`src/sv/bdlp_pkg.sv`:
```
// Shared types and constants for the button debouncer with long-press detection
`default_nettype none
package bdlp_pkg;

	localparam int MAX_BUTTONS = 4;
	localparam int QDEPTH      = 4;
	localparam int QPTR_W      = 2;
	localparam int LIMIT_W     = 16;
	localparam int SINCE_W     = 16;

	typedef enum logic [1:0] {
		KIND_RELEASED = 2'd0,
		KIND_PRESSED  = 2'd1,
		KIND_LONG     = 2'd2
	} kind_t;

	typedef enum logic [2:0] {
		REG_DEBOUNCE = 3'd0,
		REG_HOLD0    = 3'd1,
		REG_HOLD1    = 3'd2,
		REG_HOLD2    = 3'd3,
		REG_HOLD3    = 3'd4
	} reg_idx_t;

	// one queued item: result kind plus the set of buttons it reports
	typedef struct packed {
		kind_t                  kind;
		logic [MAX_BUTTONS-1:0] mask;
	} entry_t;

	typedef struct packed {
		logic   valid;
		entry_t entry;
	} qbeat_t;

endpackage
`default_nettype wire

```
`src/sv/bdlp_front.sv`:
```
// Front end: takes ticks and pin events, keeps debounce and hold state, classifies results
`default_nettype none
module bdlp_front import bdlp_pkg::*; #(
	parameter int NUM_BUTTONS = 4,
	parameter int COUNT_WIDTH = 16
) (
	input  logic                              clk,
	input  logic                              arst_n,
	input  logic                              in_valid,
	output logic                              in_ready,
	input  logic                              op,
	input  logic [1:0]                        pin,
	input  logic                              level,
	input  logic [SINCE_W-1:0]                debounce_ticks,
	input  logic [MAX_BUTTONS-1:0][LIMIT_W-1:0] hold_limit,
	input  logic                              q_full,
	output qbeat_t                            push
);

	localparam int CMP_W = (COUNT_WIDTH > LIMIT_W) ? COUNT_WIDTH : LIMIT_W;
	localparam logic [COUNT_WIDTH-1:0] HOLD_MAX = {COUNT_WIDTH{1'b1}};
	localparam logic [SINCE_W-1:0]     SINCE_MAX = {SINCE_W{1'b1}};

	logic [SINCE_W-1:0]     since_q, since_d;
	logic [NUM_BUTTONS-1:0] holding_q, holding_d;
	logic [COUNT_WIDTH-1:0] cnt_q [NUM_BUTTONS];
	logic [COUNT_WIDTH-1:0] cnt_d [NUM_BUTTONS];
	logic [COUNT_WIDTH-1:0] inc;
	logic [MAX_BUTTONS-1:0] res_mask;
	kind_t                  res_kind;
	logic                   accept;

	assign in_ready = !q_full;
	assign accept   = in_valid && in_ready;

	always_comb begin
		since_d  = since_q;
		holding_d = holding_q;
		cnt_d    = cnt_q;
		res_mask = '0;
		res_kind = KIND_LONG;
		inc      = '0;
		if (accept) begin
			if (!op) begin
				if (since_q != SINCE_MAX)
					since_d = since_q + SINCE_W'(1);
				for (int i = 0; i < NUM_BUTTONS; i++) begin
					if (holding_q[i]) begin
						inc = (cnt_q[i] == HOLD_MAX) ? cnt_q[i] : cnt_q[i] + COUNT_WIDTH'(1);
						cnt_d[i] = inc;
						if (CMP_W'(inc) > CMP_W'(hold_limit[i])) begin
							holding_d[i] = 1'b0;
							res_mask[i]  = 1'b1;
						end
					end
				end
			end else begin
				for (int i = 0; i < NUM_BUTTONS; i++) begin
					if (pin == 2'(i)) begin
						if (since_q < debounce_ticks) begin
							// bounced: a release still ends the hold
							if (level)
								holding_d[i] = 1'b0;
						end else begin
							since_d     = '0;
							res_mask[i] = 1'b1;
							if (level) begin
								holding_d[i] = 1'b0;
								res_kind     = KIND_RELEASED;
							end else begin
								holding_d[i] = 1'b1;
								cnt_d[i]     = '0;
								res_kind     = KIND_PRESSED;
							end
						end
					end
				end
			end
		end
	end

	always_ff @(posedge clk or negedge arst_n) begin
		if (!arst_n) begin
			since_q   <= SINCE_MAX;
			holding_q <= '0;
			for (int i = 0; i < NUM_BUTTONS; i++)
				cnt_q[i] <= '0;
		end else begin
			since_q   <= since_d;
			holding_q <= holding_d;
			cnt_q     <= cnt_d;
		end
	end

	assign push.valid      = accept && (res_mask != '0);
	assign push.entry.kind = res_kind;
	assign push.entry.mask = res_mask;

	// a press or release reports exactly one button
	a_event_onehot: assert property (@(posedge clk) disable iff (!arst_n)
		push.valid && push.entry.kind != KIND_LONG |-> $onehot(push.entry.mask))
		else $error("event beat reports more than one button");

endmodule
`default_nettype wire

```
`src/sv/bdlp_queue.sv`:
```
// Short queue of classified result sets between front and back
`default_nettype none
module bdlp_queue import bdlp_pkg::*; (
	input  logic   clk,
	input  logic   arst_n,
	input  qbeat_t push,
	output logic   full,
	output qbeat_t head,
	input  logic   pop
);

	entry_t            mem_q [QDEPTH];
	logic [QPTR_W-1:0] wr_q, rd_q;
	logic [QPTR_W:0]   cnt_q;
	logic              do_pop;

	assign full       = (cnt_q == (QPTR_W+1)'(QDEPTH));
	assign head.valid = (cnt_q != '0);
	assign head.entry = mem_q[rd_q];
	assign do_pop     = pop && head.valid;

	always_ff @(posedge clk) begin
		if (push.valid && !full)
			mem_q[wr_q] <= push.entry;
	end

	always_ff @(posedge clk or negedge arst_n) begin
		if (!arst_n) begin
			wr_q  <= '0;
			rd_q  <= '0;
			cnt_q <= '0;
		end else begin
			if (push.valid && !full)
				wr_q <= wr_q + QPTR_W'(1);
			if (do_pop)
				rd_q <= rd_q + QPTR_W'(1);
			cnt_q <= cnt_q + (QPTR_W+1)'(push.valid && !full) - (QPTR_W+1)'(do_pop);
		end
	end

	a_no_overflow: assert property (@(posedge clk) disable iff (!arst_n)
		push.valid |-> !full)
		else $error("push into full queue");

endmodule
`default_nettype wire

```
`src/sv/bdlp_back.sv`:
```
// Back end: expands a queued result set into one output beat per button
`default_nettype none
module bdlp_back import bdlp_pkg::*; #(
	parameter int NUM_BUTTONS = 4
) (
	input  logic       clk,
	input  logic       arst_n,
	input  qbeat_t     head,
	output logic       pop,
	output logic       out_valid,
	input  logic       out_ready,
	output logic [1:0] event_kind,
	output logic [1:0] button,
	output logic       last
);

	logic [MAX_BUTTONS-1:0] mask_q, mask_rest;
	kind_t                  kind_q;
	logic [1:0]             sel;

	assign out_valid = (mask_q != '0);

	always_comb begin
		sel = '0;
		for (int i = NUM_BUTTONS - 1; i >= 0; i--)
			if (mask_q[i])
				sel = 2'(i);
	end

	assign mask_rest  = mask_q & (mask_q - MAX_BUTTONS'(1));
	assign last       = (mask_rest == '0);
	assign button     = sel;
	assign event_kind = kind_q;
	assign pop        = head.valid && (!out_valid || (out_ready && last));

	always_ff @(posedge clk or negedge arst_n) begin
		if (!arst_n) begin
			mask_q <= '0;
			kind_q <= KIND_RELEASED;
		end else if (pop) begin
			mask_q <= head.entry.mask;
			kind_q <= head.entry.kind;
		end else if (out_valid && out_ready) begin
			mask_q <= mask_rest;
		end
	end

	a_drain: assert property (@(posedge clk) disable iff (!arst_n)
		out_valid && out_ready && last && !head.valid |=> !out_valid)
		else $error("output still valid after final beat");

	a_not_last: assert property (@(posedge clk) disable iff (!arst_n)
		out_valid && out_ready && !last |=> out_valid && kind_q == $past(kind_q))
		else $error("result set cut short");

endmodule
`default_nettype wire

```
`src/sv/button_debounce_long_press.sv`:
```
// Top level: APB register bank, front end, result queue and back end
//
//  channel  | handshake               | payload
//  ---------+-------------------------+------------------------------
//  in       | in_valid / in_ready     | op, pin, level
//  out      | out_valid / out_ready   | event_kind, button, last
//  apb      | psel, penable, pready   | paddr, pwrite, pwdata, prdata
//
// One item is taken per cycle while the four-entry result queue has room.
// A result set leaves at one beat per cycle while out_ready is high, so a tick that ends k holds
// takes k output beats; items behind it keep flowing into the queue.
// Reset clears the queue, debounce window, holds and counters, and loads
// register defaults (debounce 50, hold limits 1000).
// A stalled output back-pressures only once the queue fills.
`default_nettype none
module button_debounce_long_press import bdlp_pkg::*; #(
	parameter int NUM_BUTTONS = 4,
	parameter int COUNT_WIDTH = 16
) (
	input  logic        clk,
	input  logic        arst_n,
	input  logic        psel,
	input  logic        penable,
	input  logic        pwrite,
	input  logic [4:0]  paddr,
	input  logic [31:0] pwdata,
	output logic [31:0] prdata,
	output logic        pready,
	input  logic        in_valid,
	output logic        in_ready,
	input  logic        op,
	input  logic [1:0]  pin,
	input  logic        level,
	output logic        out_valid,
	input  logic        out_ready,
	output logic [1:0]  event_kind,
	output logic [1:0]  button,
	output logic        last
);

	logic [SINCE_W-1:0]                 debounce_q;
	logic [MAX_BUTTONS-1:0][LIMIT_W-1:0] limit_q;
	logic [2:0]                         ridx;
	logic                               wr_en;
	qbeat_t                             push, head;
	logic                               q_full, pop;

	assign pready = 1'b1;
	assign ridx   = paddr[4:2];
	assign wr_en  = psel && penable && pwrite;

	always_ff @(posedge clk or negedge arst_n) begin
		if (!arst_n) begin
			debounce_q <= SINCE_W'(50);
			for (int i = 0; i < MAX_BUTTONS; i++)
				limit_q[i] <= LIMIT_W'(1000);
		end else if (wr_en) begin
			unique case (ridx)
				REG_DEBOUNCE: debounce_q <= pwdata[SINCE_W-1:0];
				REG_HOLD0:    limit_q[0] <= pwdata[LIMIT_W-1:0];
				REG_HOLD1:    limit_q[1] <= pwdata[LIMIT_W-1:0];
				REG_HOLD2:    limit_q[2] <= pwdata[LIMIT_W-1:0];
				REG_HOLD3:    limit_q[3] <= pwdata[LIMIT_W-1:0];
				default:      ;
			endcase
		end
	end

	always_comb begin
		unique case (ridx)
			REG_DEBOUNCE: prdata = 32'(debounce_q);
			REG_HOLD0:    prdata = 32'(limit_q[0]);
			REG_HOLD1:    prdata = 32'(limit_q[1]);
			REG_HOLD2:    prdata = 32'(limit_q[2]);
			REG_HOLD3:    prdata = 32'(limit_q[3]);
			default:      prdata = '0;
		endcase
	end

	bdlp_front #(
		.NUM_BUTTONS (NUM_BUTTONS),
		.COUNT_WIDTH (COUNT_WIDTH)
	) u_front (
		.clk            (clk),
		.arst_n         (arst_n),
		.in_valid       (in_valid),
		.in_ready       (in_ready),
		.op             (op),
		.pin            (pin),
		.level          (level),
		.debounce_ticks (debounce_q),
		.hold_limit     (limit_q),
		.q_full         (q_full),
		.push           (push)
	);

	bdlp_queue u_queue (
		.clk    (clk),
		.arst_n (arst_n),
		.push   (push),
		.full   (q_full),
		.head   (head),
		.pop    (pop)
	);

	bdlp_back #(
		.NUM_BUTTONS (NUM_BUTTONS)
	) u_back (
		.clk        (clk),
		.arst_n     (arst_n),
		.head       (head),
		.pop        (pop),
		.out_valid  (out_valid),
		.out_ready  (out_ready),
		.event_kind (event_kind),
		.button     (button),
		.last       (last)
	);

endmodule
`default_nettype wire
```
`config.mk`:
```
export PLATFORM = sky130hd
export DESIGN_NAME = button_debounce_long_press
export DESIGN_NICKNAME = d
export VERILOG_FILES = /design/src/sv/bdlp_pkg.sv /design/src/sv/bdlp_front.sv /design/src/sv/bdlp_queue.sv /design/src/sv/bdlp_back.sv /design/src/sv/button_debounce_long_press.sv
export SDC_FILE = /design/constraint.sdc
export NUM_CORES = 1
export LEC_CHECK = 0
export BUFFER_PORTS_ARGS = -buffer_cell sky130_fd_sc_hd__buf_2
export CAP_MARGIN = 20
export CORE_MARGIN = 2
export CORE_UTILIZATION = 35
export DETAILED_ROUTE_END_ITERATION = 7
export PLACE_DENSITY = 0.61
export SYNTH_ARGS = -nofsm -noshare
export SYNTH_HDL_FRONTEND = slang
export SYNTH_SLANG_ARGS = --single-unit
```
`constraint.sdc`:
```
create_clock -name clk -period 7.3 [get_ports clk]
set_input_delay 1.095 -clock clk [delete_from_list [all_inputs] [get_ports clk]]
set_output_delay 1.095 -clock clk [all_outputs]
set_load 0.005 [all_outputs]
```
Yosys cells after proc, flatten, opt, wreduce, memory -nomap -nowiden --
Memories as Yosys holds them, arrays and structs flattened. Index checks and enable logic that the tools add are counted.
Storage, ports and cells: flip-flop bits (word level) 177, RAM bits 24, output and inout bits 40, logic and storage cells 170, memories kept 1
Memory list:
- u_queue.mem_q | words 4, bits a word 6, rd ports 1, clocked after Yosys merged registers in 0, wr ports 1, RTL line bdlp_queue.sv:12 | entry_t mem_q [QDEPTH];
Operators by class: add/sub/neg operators 10, magnitude comparators 5, equal/unequal tests 20, mux-type cells 76, bitwise gates (word level) 1, reduce and logical (&&, ||, !) cells 38
Operators by type and width (number):
- $mux W16 | 24
- $add A16 B1 Y16 const B | 5
- $pmux W16 S5 | 1
- $eq A16 B16 Y1 const B | 4
- $gt A16 B16 Y1 | 4
- $mux W64 | 1
- $mux W1 | 31
- $mux W2 | 14
- $mux W4 | 5
- $reduce_and A5 Y1 | 4
- $lt A16 B16 Y1 | 1
- $ne A16 B16 Y1 const B | 1
- $reduce_and A2 Y1 | 6
- $reduce_and A3 Y1 | 4
- $reduce_bool A2 Y1 | 6
- $logic_and A1 B1 Y1 | 9
- $ne A2 B1 Y1 const B | 4
- $reduce_bool A4 Y1 | 2
- $eq A3 B2 Y1 const B | 2
- $eq A3 B3 Y1 const B | 2
- $add A2 B1 Y2 const B | 2
- $and A4 B4 Y4 | 1
- $eq A2 B2 Y1 const B | 2
- $logic_not A4 Y1 | 1
- other kinds (12) | 14

Longest topological paths before layout --
Gate-level depths: netlist (run 1).
depth after elaboration 12, mapped depth 22, gate-level depth less buffers 20

Modules after synthesis --
From an unflattened synthesis (run 1), not the netlist that was laid out.
Second synthesis, totals: cells, all modules 1290, area total of the unflattened synthesis 12852.3 µm²
By module, submodules not included:
- bdlp_front | times used 1, cells each 907, area an instance 7318.3 µm², seq. area each 2122.0 µm²
- button_debounce_long_press | times used 1, cells each 275, area an instance 3876.2 µm², seq. area each 2035.7 µm²
- bdlp_queue | times used 1, cells each 72, area an instance 1336.3 µm², seq. area each 895.9 µm²
- bdlp_back | times used 1, cells each 36, area an instance 321.6 µm², seq. area each 150.1 µm²

Worst setup path before layout (run 1) --
OpenSTA, ideal clock, no wires.
kind reg-to-reg, from register u_front.cnt_q[52] (netlist name), to register u_queue.cnt_q[2], setup time 0.123 ns, arrival time 4.165 ns, data required time 7.177 ns, path slack 3.013 ns, cell stages (with the launch flop) 23, path buffers 3, period minus slack after synthesis 4.287 ns, cells stage by stage dfrtp_1 clkbuf_2 and4_1 and4_1 buf_2 nand3b_1 and2_1 clkbuf_2 and4_1 xor2_1 ha_1 nand4_1 nor2_1 nand4_1 mux2_2 o21ai_1 a221o_1 a41oi_4 ha_1 inv_1 fa_1 xnor2_1 xnor2_1
On the way: word-level cells in the longest chain between the ends 12
Ends and longest elaborated chain:
- start, declared | RTL line bdlp_front.sv:26 | logic [COUNT_WIDTH-1:0] cnt_q [NUM_BUTTONS];
- start signal, assigned | RTL line bdlp_front.sv:91 | cnt_q <= cnt_d;
- $add A16 B1 Y16 / $eq A16 B16 Y1 (equally long branches) | RTL line bdlp_front.sv:49 | inc = (cnt_q[i] == HOLD_MAX) ? cnt_q[i] : cnt_q[i] + COUNT_WIDTH'(1);
- $mux W16 * | RTL line bdlp_front.sv:49
- $gt A16 B16 Y1 * | RTL line bdlp_front.sv:51 | if (CMP_W'(inc) > CMP_W'(hold_limit[i])) begin
- $mux W1 * | RTL line bdlp_front.sv:51
- $mux W1 * | RTL line bdlp_front.sv:48 | if (holding_q[i]) begin
- $mux W4 * | RTL line bdlp_front.sv:44 | if (!op) begin
- $mux W4 * | RTL line bdlp_front.sv:43 | if (accept) begin
- $reduce_bool A4 Y1 * | RTL line bdlp_front.sv:95 | assign push.valid = accept && (res_mask != '0);
- $logic_and A1 B1 Y1 * | RTL line bdlp_front.sv:95
- $logic_and A1 B1 Y1 * | RTL line bdlp_queue.sv:37 | cnt_q <= cnt_q + (QPTR_W+1)'(push.valid && !full) - (QPTR_W+1)'(do_pop);
- $add A3 B1 Y3 * | RTL line bdlp_queue.sv:37
- $sub A3 B1 Y3 * | RTL line bdlp_queue.sv:37
- end signal, assigned | RTL line bdlp_queue.sv:37
- end, declared | RTL line bdlp_queue.sv:14 | logic [QPTR_W:0] cnt_q;
Every way passes the cells marked *; elsewhere a longest branch is shown, timed or not. A chain may end at the register's enable or synchronous reset.

Final worst setup path (run 1) --
from register u_front.cnt_q[6] (netlist name), to register u_queue.cnt_q[2]
Same word-level chain as after synthesis.

==> flow_summary_export.csv, run 1 <==
group,metric,value,unit
final_layout,nets,1518,
synth,synth_top_area_cell,"dfrtp_1",
clocking,clk_latency,0.53,ns
timing,layout_min_cycle_time,5.36,ns
detailed_routing,routed_via_density,5.33,
floorplan,initial_core_util,0.352,
timing,final-hold-violation-count,0,
critical_path,max_stage_delay,0.60,ns
power,leakage,6.18,nW
detailed_routing,drc,0,
clocking,cts-root-buf,"clkbuf_16",
clocking,post_cts_buffers,0,
clocking,cts_max_path_buffers,3,
global_routing,grt_first_pass_wirelength,53000,um
worst_hold_path,min-delay-path-class,"reg -> reg",
synth,synth_ff_type,"dfrtp_1",
floorplan,die-area,37000,sq um
clocking,htreeDepth,1,
global_routing,antenna_found_initial,2,
global_routing,first_global_vias,9534,
critical_path,critPathCaptureType,"flip-flop",
floorplan,fp-row-count,69,
detailed_routing,vias,9910,
power,total_power,3.57,mW
clocking,cts_tree,"built",
synth,yosys-top-cells-count,"nand2_1 (164), o21ai_0 (139), dfrtp_1 (134), inv_1 (104), ha_1 (90)",
detailed_routing,firstDrtPassIters,5,
timing,skew,0.0142,ns
global_routing,grt_max_degree,65,
synth,synth.most_common_cell,"nand2_1",
critical_path,cp_top_family,"simple AND/OR/NAND/NOR gates",
critical_path,crit_path_frequent_cell,"nand4_1",
synth,async_reset_ff_frac,0.881,
critical_path,arrival,5.80,ns
critical_path,start_kind,"flip-flop",
final_layout,area_growth_syn_to_layout,12.0,%
synth,seq_area_frac_synth,0.419,
timing,finalSetupViolCount,0,
global_routing,grt-ovfl-total,0,
timing,worst_pin_slew,0.962,ns
final_layout,final_layout_size_suffix_gt1_frac,0.153,
critical_path,cp.required,7.74,ns
timing,grt_setup_unrepaired,"no",
power,power.density,256,nW/um^2
power,ir_drop,0.000151,V
clocking,cts_resized,0,
clocking,cts-buffers-inserted,24,
critical_path,worstSetupPathType,"reg -> reg",
synth,synth_area,12400,sq um
clocking,cts.sinks,201,
detailed_routing,top_layer,"met5",
critical_path,path_buf_inv,1,
detailed_routing,wl_met3,1460,um
critical_path,cp_max_fo,15,
floorplan,ios,88,
detailed_routing,drt-met1-wl,14900,um
detailed_routing,routedWlPerCell,18.0,um
global_routing,grtUsageTotal,0.183,
placement,io_buffers,52,
synth,yosys_register_bits,201,
critical_path,crit_chain,"and4_1, nand4_1, nor3_2, nand4_1, nand2b_1, nor3_1, or2_2, ha_1, nand4_1, nor3_1, a21oi_1, a21oi_1, a32oi_2, a41oi_4, ha_1, inv_1, fa_1, xnor2_1, xnor2_1",
timing,slew_violations,0,
detailed_routing,antenna_left,0,
floorplan,die_width,192,um
detailed_routing,met2_length,15600,um
critical_path,crit_slowest_cell,"nand4_1",
timing,setup_tns,0,ns
clocking,cts_hold_buffers,0,
floorplan,coreArea,35300,sq um
synth,synth_cells,1344,
synth,ys_warn_count,0,
timing,fin_crit_sh,0.735,
timing,fmax,186,MHz
synth,syn_avg_cell_area,9.25,sq um
run_status,status,"complete, no violations",
synth,synth_edf_count,24,
synth,synth_cell_types,72,
job,maxCapViolCount,0,
clocking,path_clk_slew,0.06,ns
detailed_routing,drt_iter0_drc,556,
placement,place.gp.congestion,0.845,
timing,slew_headroom,0.357,
placement,hpwl,24800,um
floorplan,die_h,192,um
synth,synthTopCellsByArea,"dfrtp_1 (27%), dfstp_2 (9.1%), ha_1 (9.1%)",
synth,synth.top_cell.area_share,0.270,
detailed_routing,totalWireLength,33500,um
-- layout by cell type (no fill, tap or decap), drive strengths merged, types with 18 or more instances in the layout --
master / count
dfstp: 43
and3: 18
a21oi: 64
dfrtp: 134
nor2: 66
buf: 65
nor3: 19
mux2: 43
clkbuf: 29
a22o: 23
nand3: 48
nand2: 165
o21ai: 143
nand4: 33
a22oi: 33
ha: 90
edfxtp: 24
xnor2: 31
inv: 105
and2: 18
-- final cells by class --
| class | instances | area, sq um |
|---|---|---|
| antenna | 1 | 2.50 |
| clock buffer | 29 | 651 |
| clock inverter | 15 | 173 |
| fill | 3466 | 21400 |
| inverter | 105 | 394 |
| multi-input combinational | 982 | 6560 |
| sequential | 201 | 5200 |
| tap | 461 | 577 |
| timing repair buffer | 65 | 368 |
-- worst paths after layout --
check	start	endpoint	slack (ns)	depth (start not counted)
setup reg to reg	u_front.cnt_q[6]$_DFFE_PN0P_	u_queue.cnt_q[2]$_DFF_PN0_	1.94	19
min in group asynchronous	arst_n	u_queue.wr_q[1]$_DFFE_PN0P_	0.52	1
hold / removal	u_back.event_kind[0]$_DFFE_PN0P_	u_back.event_kind[0]$_DFFE_PN0P_	0.50	1
hold reg to reg	u_back.event_kind[0]$_DFFE_PN0P_	u_back.event_kind[0]$_DFFE_PN0P_	0.50	1
max in group asynchronous	arst_n	debounce_q[8]$_DFFE_PN0P_	5.53	2
setup / recovery	u_front.cnt_q[6]$_DFFE_PN0P_	u_queue.cnt_q[2]$_DFF_PN0_	1.94	19
-- registers in the layout (all words and copies together) (netlist names), 3 cells and up --
register	flops
limit_q	64
u_front.cnt_q	64
u_queue.mem_q	24
debounce_q	16
u_front.since_q	16
u_back.mask_q	4
u_front.holding_q	4
u_queue.cnt_q	3
-- cells by family after synthesis --
kind of cell,synth area share
adder cells (fa/ha/maj),0.0922
AND/OR/NAND/NOR,0.160
other,0.000604
buffers and inverters,0.0593
flip-flops,0.419
multiplexers,0.0592
AO/OA/AOI/OAI,0.178
XOR/XNOR,0.0324
-- layer usage --
metal | global-route usage | vias up
met5 | 0 | -
met4 | 0.0787 | 2
met3 | 0.0273 | 69
met2 | 0.298 | 211
met1 | 0.243 | 4757
li1 | - | 4871
-- per-stage QoR --
step | cell area [sq um] | util | worst slack (ns) | cells | hold slack, ns
2_1_floorplan | 12500 | - | 3.01 | 1359 | 0.468
3_3_place_gp | 13100 | 0.370 | 2.07 | 1811 | 0.485
3_5_place_dp | 13100 | 0.371 | 2.05 | 1813 | 0.490
4_1_cts | 13900 | 0.394 | 1.95 | 1857 | 0.504
5_1_grt | 13900 | 0.394 | 1.45 | 1858 | 0.522
6_report | 13900 | 0.394 | 1.94 | 1859 | 0.500
-- report_power, final --
group	switching, mW	total [mW]	internal (mW)	leakage, nW
Sequential	0.154	1.49	1.34	2.37
Clock	0.510	1.25	0.745	0.386
Combinational	0.467	0.820	0.353	3.42
Power figures use the tool's default switching activity.
==> inputs of run 2 (changes only) <==
- clock period: 7.3 -> 5.1 ns (I/O delays scaled with it)
==> run 2 against run 1 <==
Die area unchanged. Critical path type unchanged. Setup slack worse by 1.6 ns. Cell count grew 0.43%. Sequential power rose by 44%. Hold slack lost 0.17 ns. Global-route usage increased by 0.36 points.
==> flow_summary_export.csv, run 2 (synthesized netlist as in run 1, its figures left out) <==
group,metric,value,unit
power,p_int,3.55,mW
detailed_routing,drt_iter0_drc,793,
timing,final-hold-violation-count,0,
global_routing,antenna_found_initial,2,
timing,holdWs,0.334,ns
global_routing,grt_max_degree,102,
final_layout,final_layout_size_suffix_gt1_frac,0.159,
floorplan,initial_core_util,0.352,
detailed_routing,firstDrtPassIters,5,
detailed_routing,totalWireLength,34100,um
global_routing,grt_busiest_layer,"met2",
critical_path,critPathCaptureType,"flip-flop",
power,power_switching,1.60,mW
final_layout,stdcell_area,14000,sq um
power,combPwrFrac,0.228,
worst_hold_path,min-delay-path-class,"in -> async",
final_layout,layout_common_cells,"nand2_1 (164), o21ai_0 (139), dfrtp_1 (134)",
global_routing,grt-ovfl-total,0,
floorplan,coreArea,35300,sq um
timing,setup_tns,0,ns
detailed_routing,antenna_left,0,
timing,worst_pin_slew,1.10,ns
power,p_clk_frac,0.356,
run_status,status,"complete, no violations",
timing,setup_slack,0.326,ns
power,ir_drop,0.000238,V
detailed_routing,routed_via_density,5.42,
detailed_routing,routedWlPerCell,18.2,um
floorplan,fp-row-count,69,
timing,slew_headroom,0.264,
placement,io_buffers,52,
critical_path,start_kind,"flip-flop",
power,leakage,6.25,nW
clocking,cts.sinks,201,
clocking,htreeDepth,1,
power,switching_share,0.310,
clocking,cts-root-buf,"clkbuf_16",
clocking,cts-buffers-inserted,24,
clocking,clk_latency,0.53,ns
timing,skew,0.00838,ns
global_routing,grtUsageMet3,0.0260,
timing,fin_crit_sh,0.936,
detailed_routing,drc,0,
final_layout,final_util,0.397,
clocking,cts_hold_buffers,0,
critical_path,worstSetupPathType,"reg -> reg",
final_layout,area_growth_syn_to_layout,12.9,%
clocking,path_clk_slew,0.06,ns
clocking,cts_max_path_buffers,3,
detailed_routing,vias,10120,
placement,hpwl,25200,um
global_routing,met2_usage,0.305,
global_routing,grt_use_met1,0.247,
timing,finalSetupViolCount,0,
floorplan,die_h,192,um
placement,place.gp.congestion,0.832,
timing,slew_violations,0,
placement,dp.cells,1822,
final_layout,top_regs,"limit_q (64), u_front.cnt_q (64), u_queue.mem_q (24)",
critical_path,cp.required,5.52,ns
global_routing,grtUsageTotal,0.187,
floorplan,ios,88,
power,power.density,367,nW/um^2
job,maxCapViolCount,0,
timing,layout_min_cycle_time,4.77,ns
timing,fmax,209,MHz
final_layout,fin_cells,1867,
placement,postPlaceCellArea,13200,sq um
floorplan,die_width,192,um
global_routing,first_global_vias,9673,
placement,pre_cts_ws,0.291,ns
final_layout,nets,1526,
final_layout,mostFrequentLayoutCell,"nand2_1",
timing,grt_setup_unrepaired,"no",
power,seq_power_share,0.416,
critical_path,cp_max_fo,7,
floorplan,die-area,37000,sq um
clocking,post_cts_buffers,0,
critical_path,arrival,5.19,ns
clocking,cts_tree,"built",
global_routing,grt_first_pass_wirelength,54100,um
power,total_power,5.15,mW
-- run 2: path summary, 6_finish.rpt --
check	slack [ns]	start	cells after the start	to
worst min-delay path	0.33	arst_n	1	u_back.event_kind[1]$_DFFE_PN0P_
worst max-delay path	0.33	u_front.cnt_q[32]$_DFFE_PN0P_	21	u_queue.cnt_q[2]$_DFF_PN0_
min in group clk	0.49	u_queue.cnt_q[2]$_DFF_PN0_	1	u_queue.cnt_q[2]$_DFF_PN0_
max in group asynchronous	3.58	arst_n	2	limit_q[41]$_DFFE_PN1P_
worst max register to register	0.33	u_front.cnt_q[32]$_DFFE_PN0P_	21	u_queue.cnt_q[2]$_DFF_PN0_
worst min register to register	0.49	u_queue.cnt_q[2]$_DFF_PN0_	1	u_queue.cnt_q[2]$_DFF_PN0_
-- run 2: layout make-up --
class | count | area (sq um)
antenna | 1 | 2.50
clock buffer | 30 | 674
clock inverter | 14 | 169
fill | 3417 | 21300
inverter | 105 | 394
multi-input combinational | 982 | 6590
sequential | 201 | 5200
tap | 461 | 577
timing repair buffer | 73 | 424
-- run 2: critical path, cell delays in order (launching register included) --
cell and delay [ns]:
dfrtp_1 0.43, ha_1 0.27, nand3_1 0.20, nor4_1 0.08
buf_4 0.15, and3b_1 0.29, nor4_4 0.30, nand3_1 0.17
xnor2_1 0.18, ha_1 0.33, nand4_1 0.15, nor2_1 0.13
nand3_1 0.18, a21oi_1 0.17, nor3_1 0.11, or2_2 0.36
a41oi_4 0.28, ha_1 0.21, inv_1 0.05, fa_1 0.37
xnor2_1 0.14, xnor2_1 0.12
-- run 2: timing repair --
action / in CTS / in global routing
endpoints found under the setup margin: 0 / 1
gates resized for setup: 0 / 4
hold endpoints to repair: 0 / 0
-- run 2: power by group through the flow --
stage / Combinational, mW / Sequential (mW) / Clock (mW)
after global placement: 1.13 / 2.16 / 0
after global routing: 1.33 / 2.18 / 1.94
after CTS: 1.18 / 2.14 / 1.87
after floorplan: 0.848 / 2.07 / 0
after detailed placement: 1.17 / 2.17 / 0
final: 1.17 / 2.14 / 1.84
-- run 2: metal layers --
metal	vias to the layer above	wire length [um]
met5	-	9
met4	2	1580
met3	69	1550
met2	259	15900
met1	4910	15000
li1	4880	-
==> inputs of run 3 (changes only) <==
- CORE_UTILIZATION: 35 -> 31
- CTS_BUF_LIST: default -> sky130_fd_sc_hd__clkbuf_16
- PLACE_DENSITY: 0.61 -> 0.57
==> run 3 against run 2 <==
First-iteration DRC count decreased by 17%. Sequential share of layout area is 0.069 points lower. Cell count grew 3.4%. Maximum frequency is 0.34% higher. Highest routed layer is now met4. Cell area up 0.19%. Via count decreased by 0.28%. Sequential cell count unchanged. Combinational power is essentially flat. Largest power group unchanged. Sequential power hardly changed.
==> flow_summary_export.csv, run 3 (synthesized netlist as in run 1, its figures left out) <==
group,metric,value,unit
final_layout,final_util,0.355,
floorplan,die-area,41700,sq um
timing,grt_setup_unrepaired,"no",
timing,setup_slack,0.342,ns
detailed_routing,totalWireLength,34500,um
critical_path,cp.required,5.56,ns
critical_path,r2r_end,"u_queue.cnt_q[1]$_DFF_PN0_",
critical_path,arrival,5.22,ns
final_layout,layout_common_cells,"nand2_1 (164), o21ai_0 (139), dfrtp_1 (134)",
placement,place.gp.congestion,0.830,
clocking,htreeDepth,1,
critical_path,crit_chain,"ha_1, nand3_1, nor4_1, and3b_1, nor3b_1, and3_1, xor2_1, ha_1, and3_1, a221oi_1, nor3_1, nor3_1, or2_2, a41oi_4, ha_1, inv_1, fa_1, inv_1",
critical_path,max_stage_delay,0.46,ns
detailed_routing,drt_iter0_drc,661,
placement,pre_cts_ws,0.350,ns
timing,finalSetupViolCount,0,
clocking,cts_resized,0,
placement,postPlaceCellArea,13200,sq um
global_routing,grt_first_pass_wirelength,54300,um
timing,layout_min_cycle_time,4.76,ns
timing,skew,0.0178,ns
critical_path,cp_top_family,"simple AND/OR/NAND/NOR gates",
critical_path,cp.depth,18,
timing,final-hold-violation-count,0,
final_layout,final_layout_size_suffix_gt1_frac,0.154,
clocking,post_cts_buffers,0,
final_layout,n_fill_cell,4092,
detailed_routing,routed_via_density,5.23,
placement,io_buffers,52,
detailed_routing,routedWlPerCell,17.9,um
critical_path,reg2reg_from,"u_front.cnt_q[32]$_DFFE_PN0P_",
critical_path,rrSetupSlack,0.34,ns
timing,fin_crit_sh,0.933,
global_routing,grt-ovfl-total,0,
timing,slew_headroom,0.399,
floorplan,fp-row-count,73,
critical_path,crit_slowest_cell,"nor3b_1",
critical_path,path_buf_inv,2,
timing,slew_violations,0,
floorplan,initial_core_util,0.314,
final_layout,mostFrequentLayoutCell,"nand2_1",
critical_path,cp_max_fo,7,
final_layout,stdcell_area,14100,sq um
power,leakage,6.24,nW
detailed_routing,drc,0,
detailed_routing,vias,10092,
global_routing,first_global_vias,9568,
critical_path,r2r_cells,18,
detailed_routing,antenna_left,0,
power,ir_drop,0.000282,V
floorplan,ios,88,
final_layout,area_growth_syn_to_layout,13.1,%
critical_path,worstSetupPathType,"reg -> reg",
final_layout,fin_cells,1930,
global_routing,grtUsageTotal,0.165,
clocking,cts-root-buf,"clkbuf_16",
clocking,cts.sinks,201,
floorplan,coreArea,39600,sq um
run_status,status,"complete, no violations",
placement,dp.cells,1882,
power,power.density,364,nW/um^2
clocking,clk_latency,0.53,ns
timing,fmax,210,MHz
global_routing,antenna_found_initial,1,
critical_path,start_kind,"flip-flop",
placement,hpwl,25400,um
floorplan,die_h,204,um
clocking,cts-buffers-inserted,25,
critical_path,crit_path_frequent_cell,"ha_1",
clocking,path_clk_slew,0.06,ns
final_layout,top_regs,"limit_q (64), u_front.cnt_q (64), u_queue.mem_q (24)",
worst_hold_path,min-delay-path-class,"in -> async",
clocking,cts_hold_buffers,0,
final_layout,nets,1524,
timing,setup_tns,0,ns
global_routing,grt_max_degree,94,
clocking,cts_max_path_buffers,3,
critical_path,critPathCaptureType,"flip-flop",
detailed_routing,firstDrtPassIters,5,
clocking,cts_tree,"built",
timing,worst_pin_slew,0.900,ns
floorplan,die_width,204,um
job,maxCapViolCount,0,
==> run 3: cell count changes in the layout (fill, tap and decap cells not counted), sizes merged <==
cell | previous run | this run
clkbuf | 30 | 25
diode | 1 | 2
buf | 73 | 70
clkinv | 9 | 8
inv | 105 | 111
clkinvlp | 1 | 2
==> run 3: stage by stage <==
stage | power [mW] | hold slack, ns
5_1_grt | 5.42 | 0.375
6_report | 5.12 | 0.299
3_3_place_gp | 3.29 | 0.484
2_1_floorplan | 2.92 | 0.468
4_1_cts | 5.16 | 0.356
3_5_place_dp | 3.34 | 0.491
==> run 3: area by class of cell <==
class / count / area [sq um] / area share
timing repair buffer: 70 / 414 / 0.0295
tap: 525 / 657 / 0.0467
antenna: 2 / 5.00 / 0.000356
inverter: 105 / 394 / 0.0280
sequential: 201 / 5200 / 0.370
clock inverter: 20 / 194 / 0.0138
clock buffer: 25 / 626 / 0.0445
multi-input combinational: 982 / 6560 / 0.467
==> run 3: worst max-delay path by stage <==
| stage | start | end | slack, ns |
|---|---|---|---|
| floorplan | u_front.cnt_q[52]$_DFFE_PN0P_ | u_queue.cnt_q[2]$_DFF_PN0_ | 0.81 |
| global placement | u_front.cnt_q[20]$_DFFE_PN0P_ | u_queue.cnt_q[2]$_DFF_PN0_ | 0.42 |
| detailed placement | u_front.cnt_q[32]$_DFFE_PN0P_ | u_queue.cnt_q[1]$_DFF_PN0_ | 0.35 |
| CTS | u_front.cnt_q[32]$_DFFE_PN0P_ | u_queue.cnt_q[1]$_DFF_PN0_ | 0.28 |
| global route | u_front.cnt_q[32]$_DFFE_PN0P_ | u_queue.cnt_q[1]$_DFF_PN0_ | 0.003 |
| finish | u_front.cnt_q[32]$_DFFE_PN0P_ | u_queue.cnt_q[1]$_DFF_PN0_ | 0.34 |
==> run 3: per-layer routing <==
metal / part of all wire / wire length (um) / global-route usage / vias to the layer above
met4: 0.025 / 875 / 0.0448 / 0
met5: 0 / 0 / 0 / -
met3: 0.036 / 1260 / 0.0171 / 50
met1: 0.46 / 15900 / 0.225 / 4942
li1: - / - / - / 4887
met2: 0.48 / 16500 / 0.276 / 213
==> run 3: power breakdown <==
part | internal (mW) | leakage [nW] | switching, mW
clock network | 1.09 | 0.420 | 0.719
registers | 1.91 | 2.37 | 0.221
logic | 0.508 | 3.45 | 0.670
